<file path="src/design/fdes_pkg.sv">
// Shared types and constants for the FAT directory entry search unit.
// No dependencies; imported by every module of the block.
`default_nettype none
package fdes_pkg;

   localparam int NAME_BASE_W = 64;
   localparam int NAME_EXT_W  = 24;
   localparam int CSR_DATA_W  = 64;

   localparam logic [NAME_BASE_W-1:0] NAME_BASE_RESET = 64'h2020_2020_2020_2020;
   localparam logic [NAME_EXT_W-1:0]  NAME_EXT_RESET  = 24'h20_2020;

   // configuration register indexes
   localparam logic CSR_NAME_BASE = 1'b0;
   localparam logic CSR_NAME_EXT  = 1'b1;

   // special first bytes and attribute bits
   localparam logic [7:0] BYTE_END_MARK = 8'h00;
   localparam logic [7:0] BYTE_DELETED  = 8'hE5;
   localparam logic [7:0] ATTR_LFN_MASK = 8'h0F;
   localparam logic [7:0] ATTR_VOLUME   = 8'h08;
   localparam logic [7:0] ATTR_DIR      = 8'h10;

   // byte positions inside a 32-byte entry
   localparam logic [4:0] POS_FIRST     = 5'd0;
   localparam logic [4:0] POS_NAME_END  = 5'd11;
   localparam logic [4:0] POS_ATTR      = 5'd11;
   localparam logic [4:0] POS_CLUS_HI_L = 5'd20;
   localparam logic [4:0] POS_CLUS_HI_H = 5'd21;
   localparam logic [4:0] POS_CLUS_LO_L = 5'd26;
   localparam logic [4:0] POS_CLUS_LO_H = 5'd27;
   localparam logic [4:0] POS_SIZE      = 5'd28;
   localparam logic [4:0] POS_LAST      = 5'd31;

   localparam logic [15:0] ORDINAL_MAX = 16'hFFFF;

   // entry marker codes
   localparam logic [1:0] MARK_NORMAL  = 2'd0;
   localparam logic [1:0] MARK_DELETED = 2'd1;
   localparam logic [1:0] MARK_SKIP    = 2'd2;

   localparam logic STATUS_FOUND     = 1'b0;
   localparam logic STATUS_NOT_FOUND = 1'b1;

   typedef struct packed {
      logic       valid;
      logic [7:0] dir_byte;
      logic       search_start;
      logic       data_end;
   } fdes_item_type;

endpackage
`default_nettype wire

</file>
<file path="src/design/fdes_in_stage.sv">
// Input register of the directory search: holds one accepted word.
// Depends on fdes_pkg.
`default_nettype none
module fdes_in_stage
   import fdes_pkg::*;
(
   input  wire logic          clock,
   input  wire logic          reset,
   input  wire logic          req_valid,
   output logic               req_stall,
   input  wire logic [7:0]    req_dir_byte,
   input  wire logic          req_search_start,
   input  wire logic          req_data_end,
   input  wire logic          take,
   output fdes_item_type      item
);

   logic       valid_ff, valid_in;
   logic [7:0] byte_ff;
   logic       start_ff, last_ff;
   logic       accept;

   assign req_stall = valid_ff && !take;
   assign accept    = req_valid && !req_stall;

   always_comb begin
      valid_in = valid_ff;
      if (accept) begin
         valid_in = 1'b1;
      end else if (take) begin
         valid_in = 1'b0;
      end
   end

   always_ff @(posedge clock) begin
      if (reset) begin
         valid_ff <= 1'b0;
      end else begin
         valid_ff <= valid_in;
      end
   end

   // payload needs no reset
   always_ff @(posedge clock) begin
      if (accept) begin
         byte_ff  <= req_dir_byte;
         start_ff <= req_search_start;
         last_ff  <= req_data_end;
      end
   end

   assign item = '{valid: valid_ff, dir_byte: byte_ff,
                   search_start: start_ff, data_end: last_ff};

endmodule
`default_nettype wire

</file>
<file path="src/design/fdes_core.sv">
// Search state, per-byte compare and capture, and the result register.
// Depends on fdes_pkg.
`default_nettype none
module fdes_core
   import fdes_pkg::*;
(
   input  wire logic                   clock,
   input  wire logic                   reset,
   input  wire logic [NAME_BASE_W-1:0] name_base,
   input  wire logic [NAME_EXT_W-1:0]  name_ext,
   input  wire fdes_item_type          item,
   output logic                        take,
   output logic                        rsp_valid,
   input  wire logic                   rsp_stall,
   output logic                        rsp_status,
   output logic [15:0]                 rsp_entry_ordinal,
   output logic [7:0]                  rsp_attributes,
   output logic                        rsp_is_directory,
   output logic [31:0]                 rsp_start_cluster,
   output logic [31:0]                 rsp_file_size
);

   logic [4:0]  pos_ff, pos_in;
   logic [15:0] ord_ff, ord_in;
   logic        eq_ff, eq_in;
   logic [1:0]  mark_ff, mark_in;
   logic [7:0]  attr_ff, attr_in;
   logic [31:0] clus_ff, clus_in;
   logic [31:0] size_ff, size_in;
   logic        done_ff, done_in;

   logic        rsp_valid_ff, rsp_valid_in;
   logic        status_ff;
   logic [15:0] ordinal_ff;
   logic [7:0]  attributes_ff;
   logic        is_dir_ff;
   logic [31:0] cluster_ff;
   logic [31:0] fsize_ff;

   logic        hit;
   logic        hit_status;
   logic [15:0] hit_ordinal;
   logic [7:0]  hit_attr;
   logic [31:0] hit_clus;
   logic [31:0] hit_size;

   logic [7:0]  name_bytes [16];
   logic [7:0]  b;

   // the item moves on whenever the result slot is free
   assign take = item.valid && (!rsp_valid_ff || !rsp_stall);
   assign b    = item.dir_byte;

   always_comb begin
      for (int i = 0; i < 16; i++) begin
         name_bytes[i] = 8'h00;
      end
      for (int i = 0; i < 8; i++) begin
         name_bytes[i] = name_base[8*i +: 8];
      end
      for (int i = 0; i < 3; i++) begin
         name_bytes[8+i] = name_ext[8*i +: 8];
      end
   end

   always_comb begin
      pos_in      = pos_ff;
      ord_in      = ord_ff;
      eq_in       = eq_ff;
      mark_in     = mark_ff;
      attr_in     = attr_ff;
      clus_in     = clus_ff;
      size_in     = size_ff;
      done_in     = done_ff;
      hit         = 1'b0;
      hit_status  = STATUS_NOT_FOUND;
      hit_ordinal = '0;
      hit_attr    = '0;
      hit_clus    = '0;
      hit_size    = '0;

      if (take) begin
         if (item.search_start) begin
            pos_in  = '0;
            ord_in  = '0;
            eq_in   = 1'b1;
            mark_in = MARK_NORMAL;
            attr_in = '0;
            clus_in = '0;
            size_in = '0;
            done_in = 1'b0;
         end

         if (!done_in) begin
            if (pos_in == POS_FIRST && b == BYTE_END_MARK) begin
               done_in = 1'b1;
               hit     = 1'b1;
            end else begin
               if (pos_in == POS_FIRST && b == BYTE_DELETED) begin
                  mark_in = MARK_DELETED;
               end
               if (pos_in < POS_NAME_END) begin
                  if (b != name_bytes[pos_in[3:0]]) begin
                     eq_in = 1'b0;
                  end
               end else if (pos_in == POS_ATTR) begin
                  attr_in = b;
                  if (mark_in == MARK_NORMAL &&
                      ((b & ATTR_LFN_MASK) == ATTR_LFN_MASK ||
                       (b & ATTR_VOLUME) != 8'h00)) begin
                     mark_in = MARK_SKIP;
                  end
               end else if (pos_in == POS_CLUS_HI_L) begin
                  clus_in[23:16] = b;
               end else if (pos_in == POS_CLUS_HI_H) begin
                  clus_in[31:24] = b;
               end else if (pos_in == POS_CLUS_LO_L) begin
                  clus_in[7:0] = b;
               end else if (pos_in == POS_CLUS_LO_H) begin
                  clus_in[15:8] = b;
               end else if (pos_in >= POS_SIZE) begin
                  size_in[8*pos_in[1:0] +: 8] = b;
               end

               if (pos_in == POS_LAST && mark_in == MARK_NORMAL && eq_in) begin
                  hit         = 1'b1;
                  hit_status  = STATUS_FOUND;
                  hit_ordinal = ord_in;
                  hit_attr    = attr_in;
                  hit_clus    = clus_in;
                  hit_size    = size_in;
                  done_in     = 1'b1;
               end else begin
                  if (pos_in == POS_LAST) begin
                     // close the entry and start the next one
                     if (ord_in != ORDINAL_MAX) begin
                        ord_in = ord_in + 16'd1;
                     end
                     pos_in  = '0;
                     eq_in   = 1'b1;
                     mark_in = MARK_NORMAL;
                     attr_in = '0;
                     clus_in = '0;
                     size_in = '0;
                  end else begin
                     pos_in = pos_in + 5'd1;
                  end
                  if (item.data_end) begin
                     done_in = 1'b1;
                     hit     = 1'b1;
                  end
               end
            end
         end
      end
   end

   always_comb begin
      rsp_valid_in = rsp_valid_ff && rsp_stall;
      if (hit) begin
         rsp_valid_in = 1'b1;
      end
   end

   always_ff @(posedge clock) begin
      if (reset) begin
         pos_ff       <= '0;
         ord_ff       <= '0;
         eq_ff        <= 1'b1;
         mark_ff      <= MARK_NORMAL;
         attr_ff      <= '0;
         clus_ff      <= '0;
         size_ff      <= '0;
         done_ff      <= 1'b1;
         rsp_valid_ff <= 1'b0;
      end else begin
         pos_ff       <= pos_in;
         ord_ff       <= ord_in;
         eq_ff        <= eq_in;
         mark_ff      <= mark_in;
         attr_ff      <= attr_in;
         clus_ff      <= clus_in;
         size_ff      <= size_in;
         done_ff      <= done_in;
         rsp_valid_ff <= rsp_valid_in;
      end
   end

   always_ff @(posedge clock) begin
      if (hit) begin
         status_ff     <= hit_status;
         ordinal_ff    <= hit_ordinal;
         attributes_ff <= hit_attr;
         is_dir_ff     <= (hit_attr & ATTR_DIR) != 8'h00;
         cluster_ff    <= hit_clus;
         fsize_ff      <= hit_size;
      end
   end

   assign rsp_valid         = rsp_valid_ff;
   assign rsp_status        = status_ff;
   assign rsp_entry_ordinal = ordinal_ff;
   assign rsp_attributes    = attributes_ff;
   assign rsp_is_directory  = is_dir_ff;
   assign rsp_start_cluster = cluster_ff;
   assign rsp_file_size     = fsize_ff;

endmodule
`default_nettype wire

</file>
<file path="src/design/fat_directory_entry_search_unit.sv">
// Top level of the FAT short-name directory search: name registers,
// input stage and search core. Depends on fdes_pkg, fdes_in_stage, fdes_core.
//
//   port group   direction  carries
//   req_*        in         one directory byte with start and end flags
//   rsp_*        out        found entry fields or not-found status
//   csr_*        in         writes to name_base (0) and name_ext (1)
//
// One byte a cycle while no result is stalled; a byte is accepted into the input
// register, and its result is registered in the result register.
// Latency is set by the input register and the result register.
// After reset the block ignores bytes until one arrives with search_start.
// A stalled result holds the core; the input register then fills and stalls req.
`default_nettype none
module fat_directory_entry_search_unit
   import fdes_pkg::*;
(
   input  wire logic                  clock,
   input  wire logic                  reset,
   input  wire logic                  req_valid,
   output logic                       req_stall,
   input  wire logic [7:0]            req_dir_byte,
   input  wire logic                  req_search_start,
   input  wire logic                  req_data_end,
   output logic                       rsp_valid,
   input  wire logic                  rsp_stall,
   output logic                       rsp_status,
   output logic [15:0]                rsp_entry_ordinal,
   output logic [7:0]                 rsp_attributes,
   output logic                       rsp_is_directory,
   output logic [31:0]                rsp_start_cluster,
   output logic [31:0]                rsp_file_size,
   input  wire logic                  csr_wen,
   input  wire logic                  csr_index,
   input  wire logic [CSR_DATA_W-1:0] csr_wdata
);

   logic [NAME_BASE_W-1:0] name_base_ff;
   logic [NAME_EXT_W-1:0]  name_ext_ff;
   fdes_item_type          item;
   logic                   take;

   always_ff @(posedge clock) begin
      if (reset) begin
         name_base_ff <= NAME_BASE_RESET;
         name_ext_ff  <= NAME_EXT_RESET;
      end else if (csr_wen) begin
         unique case (csr_index)
            CSR_NAME_BASE: name_base_ff <= csr_wdata[NAME_BASE_W-1:0];
            CSR_NAME_EXT:  name_ext_ff  <= csr_wdata[NAME_EXT_W-1:0];
            default:       name_base_ff <= name_base_ff;
         endcase
      end
   end

   fdes_in_stage u_in_stage (
      .clock            (clock),
      .reset            (reset),
      .req_valid        (req_valid),
      .req_stall        (req_stall),
      .req_dir_byte     (req_dir_byte),
      .req_search_start (req_search_start),
      .req_data_end     (req_data_end),
      .take             (take),
      .item             (item)
   );

   fdes_core u_core (
      .clock             (clock),
      .reset             (reset),
      .name_base         (name_base_ff),
      .name_ext          (name_ext_ff),
      .item              (item),
      .take              (take),
      .rsp_valid         (rsp_valid),
      .rsp_stall         (rsp_stall),
      .rsp_status        (rsp_status),
      .rsp_entry_ordinal (rsp_entry_ordinal),
      .rsp_attributes    (rsp_attributes),
      .rsp_is_directory  (rsp_is_directory),
      .rsp_start_cluster (rsp_start_cluster),
      .rsp_file_size     (rsp_file_size)
   );

endmodule
`default_nettype wire
</file>
<file path="config.mk">
export PLATFORM = sky130hd
export DESIGN_NAME = fat_directory_entry_search_unit
export DESIGN_NICKNAME = d
export VERILOG_FILES = /design/src/design/fdes_pkg.sv /design/src/design/fdes_in_stage.sv /design/src/design/fdes_core.sv /design/src/design/fat_directory_entry_search_unit.sv
export SDC_FILE = /design/constraint.sdc
export NUM_CORES = 1
export LEC_CHECK = 0
export ABC_AREA = 1
export BUFFER_PORTS_ARGS = -buffer_cell sky130_fd_sc_hd__buf_2
export CORE_ASPECT_RATIO = 2
export CORE_MARGIN = 2
export CORE_UTILIZATION = 30
export CTS_BUF_LIST = sky130_fd_sc_hd__clkbuf_8
export DETAILED_ROUTE_END_ITERATION = 16
export MAX_ROUTING_LAYER = met4
export PLACE_DENSITY = 0.47
export SETUP_SLACK_MARGIN = 0.1
export SKIP_LAST_GASP = 1
export SLEW_MARGIN = 20
export SYNTH_ARGS = -nofsm -noshare
export SYNTH_HDL_FRONTEND = slang
export SYNTH_SLANG_ARGS = --single-unit
</file>
<file path="constraint.sdc">
create_clock -name clock -period 5.4 [get_ports clock]
set_clock_uncertainty 0.2 [all_clocks]
set_input_delay 0.81 -clock clock [delete_from_list [all_inputs] [get_ports clock]]
set_output_delay 0.81 -clock clock [all_outputs]
set_load 0.005 [all_outputs]
</file>
# After elaboration in Yosys (flattened, before gate mapping)
# Index checks and enable logic that the tools add are counted.
# totals
register_bits,286
latch_bits,0
mem_bits_rw,0
mem_bits_ro,0
mem_count,0
# op_classes
n_addsub,3
n_mul,0
div,0
magnitude_cmp,3
eq_ne,10
n_shift,2
mux,89
bitwise_logic,4
n_reduce_logical,24
# ops
cell,count
32-bit two-way mux,20
16-bit two-way mux,9
8-bit two-way mux,15
5-bit negator with 34-bit output,1
8-bit by 34-bit variable shift with 32-bit output (first input constant),1
8-bit by 34-bit variable part select with 32-bit output,1
8-bit binary-select mux with 4-bit select,1
32-bit bitwise mux,1
2-bit two-way mux,15
5-bit two-way mux,6
5-bit equality test (second input constant),5
1-bit two-way mux,22
16-bit by 1-bit adder with 16-bit output (second input constant),1
16-bit != test (second input constant),1
5-bit greater-or-equal comparator (second input constant),2
1-bit logical AND,9
8-bit equality test (second input constant),1
8-bit logical NOT,1
8-bit != test,1
5-bit by 1-bit adder with 5-bit output (second input constant),1
5-bit by 4-bit equality test with 1-bit output (second input constant),1
5-bit logical NOT,1
5-bit by 4-bit < comparator with 1-bit output (second input constant),1
4-bit NOT with 5-bit output,1
other kinds (9),17

# Logic depth before layout (Yosys ltp)
# Gate-level depths: netlist of run 1.
# depth
word_depth,26
ltp_mapped,25
depth_no_buf,23

# By module
# Synthesis of run 1 repeated with hierarchy kept, for this count alone.
# hier_totals
hier_cells,2034
area_unflattened_um2,14575.2
# by_module_without_submodules
module,n_inst,cells_each,area_per_inst_um2
fdes_core,1,1510,10706.5
fat_directory_entry_search_unit,1,504,3499.6
fdes_in_stage,1,20,369.1

# Least setup slack after synthesis of run 1
# OpenSTA, ideal clock, no wires.
# synth_timing
kind,register to register
start,register u_in_stage.start_ff
end,"register u_core.attributes_ff[0] (netlist: u_core.rsp_attributes[0]), enable pin"
setup_time_ns,0.443
t_arrival_ns,3.970
path_slack_ns,0.788
stages_incl_launch_ff,15
path_buffers,2
period_less_slack_ns,4.612
cell_sequence,edfxtp_1 buf_6 nor2_8 buf_4 ha_1 inv_1 nor2_1 ha_1 inv_1 nor3_1 nand3_2 nand2_1 or2_2 nand3_1 inv_1
# synth_between
elab_chain_len,23
word_cells_on_any_way,41
classes_between,order compare (1); eq/ne (3); mux (28); bitwise (1); reduce/logical (8)
# synth_lines
element,line,text
from (decl),fdes_in_stage.sv:20,"logic start_ff, last_ff;"
from (signal assigned),fdes_in_stage.sv:47,start_ff <= req_search_start;
5-bit two-way mux,fdes_core.sv:83,if (item.search_start) begin
5-bit two-way mux,fdes_core.sv:82,if (take) begin
5-bit logical NOT,"fdes_core.sv:95, fdes_core.sv:99",
1-bit logical AND,fdes_core.sv:99,if (pos_in == POS_FIRST && b == BYTE_DELETED) begin
2-bit two-way mux,fdes_core.sv:99,
2-bit two-way mux,fdes_core.sv:95,if (pos_in == POS_FIRST && b == BYTE_END_MARK) begin
2-bit two-way mux,fdes_core.sv:94,if (!done_in) begin
2-bit two-way mux,fdes_core.sv:82,
[... 7 more ...],n/a,
2-bit two-way mux,fdes_core.sv:82,
2-bit logical NOT,fdes_core.sv:125,if (pos_in == POS_LAST && mark_in == MARK_NORMAL && eq_in) begin
1-bit logical AND (2 in series),fdes_core.sv:125,
1-bit two-way mux,fdes_core.sv:125,
1-bit two-way mux,fdes_core.sv:95,
1-bit two-way mux *,fdes_core.sv:94,
1-bit two-way mux *,fdes_core.sv:82,
via u_core.hit,fdes_core.sv:40,logic hit;
to (signal assigned),fdes_core.sv:193,attributes_ff <= hit_attr;
to (decl),fdes_core.sv:35,logic [7:0] attributes_ff;
# Mark *: on every way through the listed nets, which the timed path passes. The rest lies on a longest branch. The select of a mux whose other input is x is not followed.
# A chain may end at the register's enable or synchronous reset.

# Worst setup path in the final report of run 1
# layout_timing
start,register u_in_stage.start_ff
end,"register u_core.fsize_ff[25] (netlist: u_core.rsp_file_size[25]), enable pin"
# layout_between
elab_chain_len,23
word_cells_on_any_way,41
classes_between,order compare (1); eq/ne (3); mux (28); bitwise (1); reduce/logical (8)
# layout_lines
element,line,text
5-bit two-way mux,fdes_core.sv:83,
5-bit two-way mux,fdes_core.sv:82,
5-bit logical NOT,"fdes_core.sv:95, fdes_core.sv:99",
1-bit logical AND,fdes_core.sv:99,
2-bit two-way mux,fdes_core.sv:99,
2-bit two-way mux,fdes_core.sv:95,
2-bit two-way mux,fdes_core.sv:94,
2-bit two-way mux,fdes_core.sv:82,
[... 7 more ...],n/a,
2-bit two-way mux,fdes_core.sv:82,
2-bit logical NOT,fdes_core.sv:125,
1-bit logical AND (2 in series),fdes_core.sv:125,
1-bit two-way mux,fdes_core.sv:125,
1-bit two-way mux,fdes_core.sv:95,
1-bit two-way mux *,fdes_core.sv:94,
1-bit two-way mux *,fdes_core.sv:82,
via u_core.hit,fdes_core.sv:40,
to (signal assigned),fdes_core.sv:196,fsize_ff <= hit_size;
to (decl),fdes_core.sv:38,logic [31:0] fsize_ff;
# Marks and branches as above.

==> results of run 1 <==
==> synth_stat cells, drive strengths merged <==
library cell | n | area [µm²]
a31oi | 20 | 125
o22ai | 4 | 25.0
o211ai | 1 | 7.51
nand4 | 13 | 81.3
clkbuf | 79 | 297
clkinv | 6 | 22.5
inv | 169 | 634
dfxtp | 187 | 3740
xor2 | 2 | 17.5
a21oi | 91 | 455
o31ai | 18 | 135
nor2 | 396 | 1540
nor3 | 32 | 170
nand2 | 319 | 1240
nor3b | 3 | 22.5
or2 | 1 | 6.26
o21a | 3 | 22.5
xnor2 | 1 | 8.76
a221oi | 64 | 942
nor4 | 7 | 50.1
o221ai | 1 | 8.76
ha | 6 | 75.1
buf | 50 | 338
o21ai | 196 | 985
a211oi | 1 | 7.51
edfxtp | 99 | 2970
nand3 | 103 | 531
==> how the worst max path moves through the flow <==
stage                        startpoint                       end  slack [ns]
floorplan           u_in_stage.start_ff  u_core.rsp_attributes[0]        0.79
global placement    u_in_stage.start_ff  u_core.rsp_file_size[28]        0.83
detailed placement  u_in_stage.start_ff  u_core.rsp_file_size[25]        0.69
CTS                 u_in_stage.start_ff  u_core.rsp_file_size[25]        0.69
global route        u_in_stage.start_ff  u_core.rsp_file_size[28]        0.27
finish              u_in_stage.start_ff  u_core.rsp_file_size[25]        0.73
==> placed cells by master, fill, tap and decap left out, types with 2 or more instances in the layout <==
cell type,n
a31oi_1,20
nor2_1,385
nor2_4,4
nand2_2,14
o21ai_0,185
ha_1,6
o21a_1,3
bufinv_16,3
a21oi_1,91
a221oi_1,3
nor3_2,2
edfxtp_1,99
o21ai_1,10
nand2_1,302
clkinv_2,9
inv_1,171
nor2_2,6
xor2_1,2
nand2_4,3
inv_2,8
clkinv_1,8
nand4_1,13
nor3b_1,3
a221oi_2,61
clkbuf_8,50
o22ai_1,4
buf_4,20
buf_2,170
nor4_1,6
dfxtp_1,187
buf_12,2
o31ai_1,18
nand3_1,100
nand3_2,3
nor3_1,30
==> layer usage <==
metal | part of all wire [%] | wire length (µm)
met4 | 3.8 | 1840
met3 | 3.7 | 1780
met5 | 0 | 0
met1 | 40 | 18900
met2 | 53 | 25300
==> area by class of cell <==
type / count / share of cell area, %
inverter: 175 / 3.99
sequential: 286 / 40.6
clock buffer: 50 / 4.16
clock inverter: 25 / 1.11
antenna: 1 / 0.0151
multi-input combinational: 1282 / 39.1
timing repair buffer: 192 / 6.29
tap: 632 / 4.77
==> metrics by stage <==
step | power [mW] | instance area (µm²) | cells | utilization [%]
after floorplan | 2.77 | 14500 | 1872 | -
after global placement | 2.93 | 15700 | 2567 | 33.0
after detailed placement | 2.94 | 15700 | 2567 | 33.0
after CTS | 4.83 | 16600 | 2642 | 34.9
after global routing | 4.97 | 16600 | 2643 | 34.9
final | 4.76 | 16600 | 2643 | 34.9
==> worst reg2reg max path, delay by kind of cell, from the launching register on <==
family | cells | cell delay, ns
simple gates | 10 | 1.79
buf+inv | 5 | 1.64
flops | 1 | 0.57
compound gates | 1 | 0.14
==> sequential cells by signal (all words and copies together) (netlist names), 2 cells and up <==
| register | count |
|---|---|
| u_core.rsp_start_cluster | 32 |
| u_core.pos_ff | 5 |
| u_core.clus_ff | 32 |
| u_core.mark_ff | 2 |
| name_base_ff | 64 |
| u_in_stage.byte_ff | 8 |
| u_core.ord_ff | 16 |
| u_core.attr_ff | 8 |
| u_core.rsp_entry_ordinal | 16 |
| name_ext_ff | 24 |
| u_core.size_ff | 32 |
| u_core.rsp_file_size | 32 |
| u_core.rsp_attributes | 7 |
==> logic make-up after synthesis <==
family	Yosys count
flip-flops	286
buffers and inverters	304
AO/OA/AOI/OAI	399
AND/OR/NAND/NOR	874
adder cells (fa/ha/maj)	6
XOR/XNOR	3
==> where the power goes <==
part	internal [mW]	switching [mW]
Clock	0.986	0.876
Combinational	0.164	0.360
Sequential	2.31	0.0573
Total	3.46	1.29
==> flow_metrics.env, run 1 <==
export IMPL_syn_area_um2=14500
export IMPL_hold_path_class="in -> reg"
export IMPL_synth_ff_latch_count=286
export IMPL_worst_r2r_path_depth=16
export IMPL_irDropWorstVdd_mv=0.162
export IMPL_start_util_pct=30.5
export IMPL_post_synth_cell_area_avg_um2=7.73
export IMPL_fin_crit_ns=4.67
export IMPL_floorplan_die_area_um2=50100
export IMPL_largest_net_degree_at_the_start_of_global_routing=134
export IMPL_detail_route_first_pass_iterations=5
export IMPL_path_clk_slew_ns=0.07
export IMPL_ctsResizeCount=0
export IMPL_wl_per_cell_um=18.1
export IMPL_cts_htree_levels=2
export IMPL_cell_rows=113
export IMPL_synth_top_family_by_area="simple AND/OR/NAND/NOR gates"
export IMPL_critPathArrivalTime_ns=4.76
export IMPL_gr_usage_met1_pct=21.2
export IMPL_setup_tns_ns=0
export IMPL_grt_first_pass_wirelength_um=74700
export IMPL_maxCapViolCount=0
export IMPL_layout_drive_gt1_share_pct=17.9
export IMPL_ys_seq_area_share_pct=46.4
export IMPL_rr_endpoint="u_core.rsp_file_size[25]"
export IMPL_min_to="u_in_stage.byte_ff[4]"
export IMPL_coreArea_um2=47500
export IMPL_hpwlAfterDp_um=32200
export IMPL_route_antenna_remaining_nets=0
export IMPL_worst_path_largest_cell_delay_ns=0.57
export IMPL_worst_r2r_setup_slack_ns=0.73
export IMPL_vias_in_the_first_global_route=13101
export IMPL_post_synthesis_compound_gate_area_fraction_pct=18.8
export IMPL_ios=172
export IMPL_detail_route_iter0_violations=912
export IMPL_multiInputGateArea_um2=6480
export IMPL_clockBufferDepth=3
export IMPL_synth_simple_gate_area_share_pct=25.2
export IMPL_worstSetupPathDepth=16
export IMPL_dieWidth_um=159
export IMPL_run_status="finished, final reports clean"
export IMPL_synth_warnings=0
export IMPL_avgViaCountPerCell=4.93
export IMPL_routed_wirelength_um=47800
export IMPL_hold_path_startpoint="req_dir_byte[4]"
export IMPL_number_of_setup_violations_in_the_final_report=0
export IMPL_rsz0062_at_grt="no"
export IMPL_worst_slew_pin_transition_ns=1.05
export IMPL_gr_max_usage_layer="met2"
export IMPL_synthAdderAreaFrac_pct=0.519
export IMPL_n_fill_cell=5145
export IMPL_fin_crit_sh_pct=86.6
export IMPL_clock_tree_from_tritoncts="done"
export IMPL_synth_xor_area_share_pct=0.182
export IMPL_grt_antenna_before_repair=1
export IMPL_setup_worst_path_start_class="flop"
export IMPL_gp_routability_congestion=0.877
export IMPL_crit_path_max_fanout=61
export IMPL_place_port_buffers=171
export IMPL_area_growth_pct=14.5
export IMPL_crit_path_cell_trace="inv_2, nand2_2, nor2_4, inv_1, nor2_2, nand3_2, inv_2, nand2_1, o21ai_2, nor3_1, nand3_2, nand2_1, or2_2, nand3_1, clkinv_2, buf_12"
export IMPL_crit_slowest_cell="edfxtp_1"
export IMPL_critPathBufInv=5
export IMPL_final_hold_violations=0
export IMPL_ctsRootBufferMaster="clkbuf_8"
export IMPL_worstReg2RegStart="u_in_stage.start_ff"
export IMPL_cts_buffers=43
export IMPL_worstPathRequired_ns=5.48
export IMPL_track_usage_pct=19.5
export IMPL_clkLatencyLatePin_ns=0.58
export IMPL_pwr_density_cell_nw_per_um2=287
export IMPL_seq_area_um2=6720
export IMPL_nets=2066
export IMPL_postLayoutSetupSlackWorst_ns=0.726
export IMPL_synth_cells=1872
export IMPL_headroom_to_the_max_slew_limit_pct=29.6
export IMPL_route_vias_total=13039
export IMPL_multiplexer_share_of_the_synthesized_area_pct=0
export IMPL_cts_num_sinks=286
export IMPL_yosys_cell_types_count=43
export IMPL_pre_cts_slack_ns=0.687
export IMPL_critPathTopFamily="simple AND/OR/NAND/NOR gates"
export IMPL_met3_usage_pct=2.24
export IMPL_post_cts_buffers=0
export IMPL_post_route_hold_slack_ns=0.224
export IMPL_drc_errors=0
export IMPL_groute_layer_met2_usage_pct=35.9
export IMPL_critPathKind="reg -> reg"
export IMPL_dieHeight_um=315
export IMPL_total_leakage_power_nw=6.48
export IMPL_synth_net_count=1958
export IMPL_cts_hold_buf=0
export IMPL_cp_end_kind="flop"
export IMPL_fmaxAchievable_mhz=214
export IMPL_grt_overflow_total=0
export IMPL_timing_final_max_slew_violations=0
export IMPL_hold_depth=1
(Power assumes the default switching activity.)
==> inputs of run 2 (changes only) <==
--- a/config.mk
+++ b/config.mk
@@ -7,13 +7,15 @@
 export LEC_CHECK = 0
 export ABC_AREA = 1
 export BUFFER_PORTS_ARGS = -buffer_cell sky130_fd_sc_hd__buf_2
+export CELL_PAD_IN_SITES_DETAIL_PLACEMENT = 1
+export CELL_PAD_IN_SITES_GLOBAL_PLACEMENT = 2
 export CORE_ASPECT_RATIO = 2
 export CORE_MARGIN = 2
 export CORE_UTILIZATION = 30
 export CTS_BUF_LIST = sky130_fd_sc_hd__clkbuf_8
 export DETAILED_ROUTE_END_ITERATION = 16
 export MAX_ROUTING_LAYER = met4
-export PLACE_DENSITY = 0.47
+export PLACE_DENSITY = 0.71
 export SETUP_SLACK_MARGIN = 0.1
 export SKIP_LAST_GASP = 1
 export SLEW_MARGIN = 20
==> run 2 against run 1 <==
  * Design area is essentially flat
  * Wire length grew 8.7%
  * Via count grew 2.5%
==> flow_metrics.env, run 2 (synthesis gave the netlist of run 1 again) <==
export IMPL_run_status="finished, final reports clean"
export IMPL_post_cts_buffers=0
export IMPL_layout_drive_gt1_share_pct=17.9
export IMPL_cp_end_kind="flop"
export IMPL_pre_cts_slack_ns=0.648
export IMPL_post_route_hold_slack_ns=0.226
export IMPL_cts_buffers=45
export IMPL_largest_net_degree_at_the_start_of_global_routing=137
export IMPL_total_power_mw=4.71
export IMPL_fin_crit_sh_pct=88.1
export IMPL_most_common_cell_after_layout_fill_and_taps_aside="nor2_1"
export IMPL_detail_route_first_pass_iterations=5
export IMPL_crit_path_max_fanout=48
export IMPL_critPathKind="reg -> reg"
export IMPL_most_common_layout_cells="nor2_1 (385), nand2_1 (302), dfxtp_1 (187)"
export IMPL_place_port_buffers=171
export IMPL_area_growth_pct=14.4
export IMPL_postLayoutCellArea_um2=16600
export IMPL_clockBufferDepth=3
export IMPL_postLayoutCoreUtil_pct=34.8
export IMPL_clock_tree_from_tritoncts="done"
export IMPL_worst_slew_pin_transition_ns=1.02
export IMPL_placed_cells_incl_taps=2569
export IMPL_layoutNonFillerInstCount=2650
export IMPL_hold_path_class="in -> reg"
export IMPL_worstPathRequired_ns=5.42
export IMPL_crit_path_cell_trace="inv_2, nor2_2, buf_4, ha_1, inv_1, nor2_1, ha_1, inv_1, nor3_1, nand3_2, nand2_1, or2_2, nand3_1, clkinv_2, buf_4"
export IMPL_route_vias_total=13360
export IMPL_critPathTopFamily="simple AND/OR/NAND/NOR gates"
export IMPL_worst_path_largest_cell_delay_ns=0.57
export IMPL_drc_errors=0
export IMPL_flip_flop_count_of_the_largest_register_after_layout=64
export IMPL_irDropWorstVdd_mv=0.134
export IMPL_setup_worst_path_start_class="flop"
export IMPL_ctsRootBufferMaster="clkbuf_8"
export IMPL_largest_register="name_base_ff"
export IMPL_detail_route_iter0_violations=551
export IMPL_crit_slowest_cell="dfxtp_1"
export IMPL_grt_overflow_total=0
export IMPL_hpwlAfterDp_um=35500
export IMPL_fin_crit_ns=4.76
export IMPL_ios=172
export IMPL_fmaxAchievable_mhz=210
export IMPL_setup_tns_ns=0
export IMPL_ctsResizeCount=0
export IMPL_final_hold_violations=0
export IMPL_avgViaCountPerCell=5.04
export IMPL_grt_antenna_before_repair=1
export IMPL_cts_hold_buf=0
export IMPL_cts_htree_levels=2
export IMPL_cell_rows=113
export IMPL_cts_num_sinks=286
export IMPL_floorplan_die_area_um2=50100
export IMPL_pwr_density_cell_nw_per_um2=285
export IMPL_coreArea_um2=47500
export IMPL_critPathArrivalTime_ns=4.78
export IMPL_timing_final_max_slew_violations=0
export IMPL_path_clk_slew_ns=0.06
export IMPL_vias_in_the_first_global_route=14050
export IMPL_placement_cell_area_um2=15700
export IMPL_dieWidth_um=159
export IMPL_route_antenna_remaining_nets=0
export IMPL_number_of_setup_violations_in_the_final_report=0
export IMPL_routed_wirelength_um=52000
export IMPL_track_usage_pct=21.1
export IMPL_maxCapViolCount=0
export IMPL_nets=2071
export IMPL_start_util_pct=30.5
export IMPL_rsz0062_at_grt="no"
export IMPL_total_leakage_power_nw=6.48
export IMPL_clkLatencyLatePin_ns=0.59
export IMPL_critPathBufInv=6
export IMPL_gp_routability_congestion=0.833
export IMPL_dieHeight_um=315
export IMPL_headroom_to_the_max_slew_limit_pct=31.8
export IMPL_postLayoutSetupSlackWorst_ns=0.645
export IMPL_grt_first_pass_wirelength_um=80500
export IMPL_n_fill_cell=5953
export IMPL_wl_per_cell_um=19.6
[run 2: changes by cell type in the layout (fill, tap and decap cells not counted), sizes merged]
cell / delta
clkinv: +5
bufinv: -2
inv: +1
buf: +3
[run 2: layout make-up]
| type | instances | area, µm² | share of cell area, % |
|---|---|---|---|
| Clock inverter | 29 | 148 | 0.892 |
| Sequential cell | 286 | 6720 | 40.6 |
| Clock buffer | 50 | 688 | 4.16 |
| Multi-Input combinational cell | 1282 | 6480 | 39.1 |
| Inverter | 175 | 659 | 3.98 |
| Tap cell | 632 | 791 | 4.78 |
| Timing Repair Buffer | 195 | 1070 | 6.47 |
| Antenna cell | 1 | 2.50 | 0.0151 |
[run 2: metal layers]
layer	vias up	track usage [%]	wire length (µm)
met3	109	2.56	1780
met5	-	-	0
met1	6463	22.4	20200
met2	305	39.9	28100
li1	6483	-	-
met4	0	8.00	1870
[run 2: final timing paths]
| kind | startpoint | endpoint | slack [ns] | cells after the start |
|---|---|---|---|---|
| setup / recovery | u_core.pos_ff[0] | u_core.rsp_file_size[24] | 0.64 | 15 |
| hold / removal | req_dir_byte[5] | u_in_stage.byte_ff[5] | 0.23 | 1 |
| setup reg to reg | u_core.pos_ff[0] | u_core.rsp_file_size[24] | 0.64 | 15 |
| hold reg to reg | name_base_ff[13] | name_base_ff[13] | 0.27 | 2 |
[run 2: where the power goes]
| part | internal, mW | switching (mW) |
|---|---|---|
| clock network | 0.895 | 0.905 |
| registers | 2.31 | 0.0571 |
| logic | 0.166 | 0.374 |
| total | 3.38 | 1.34 |
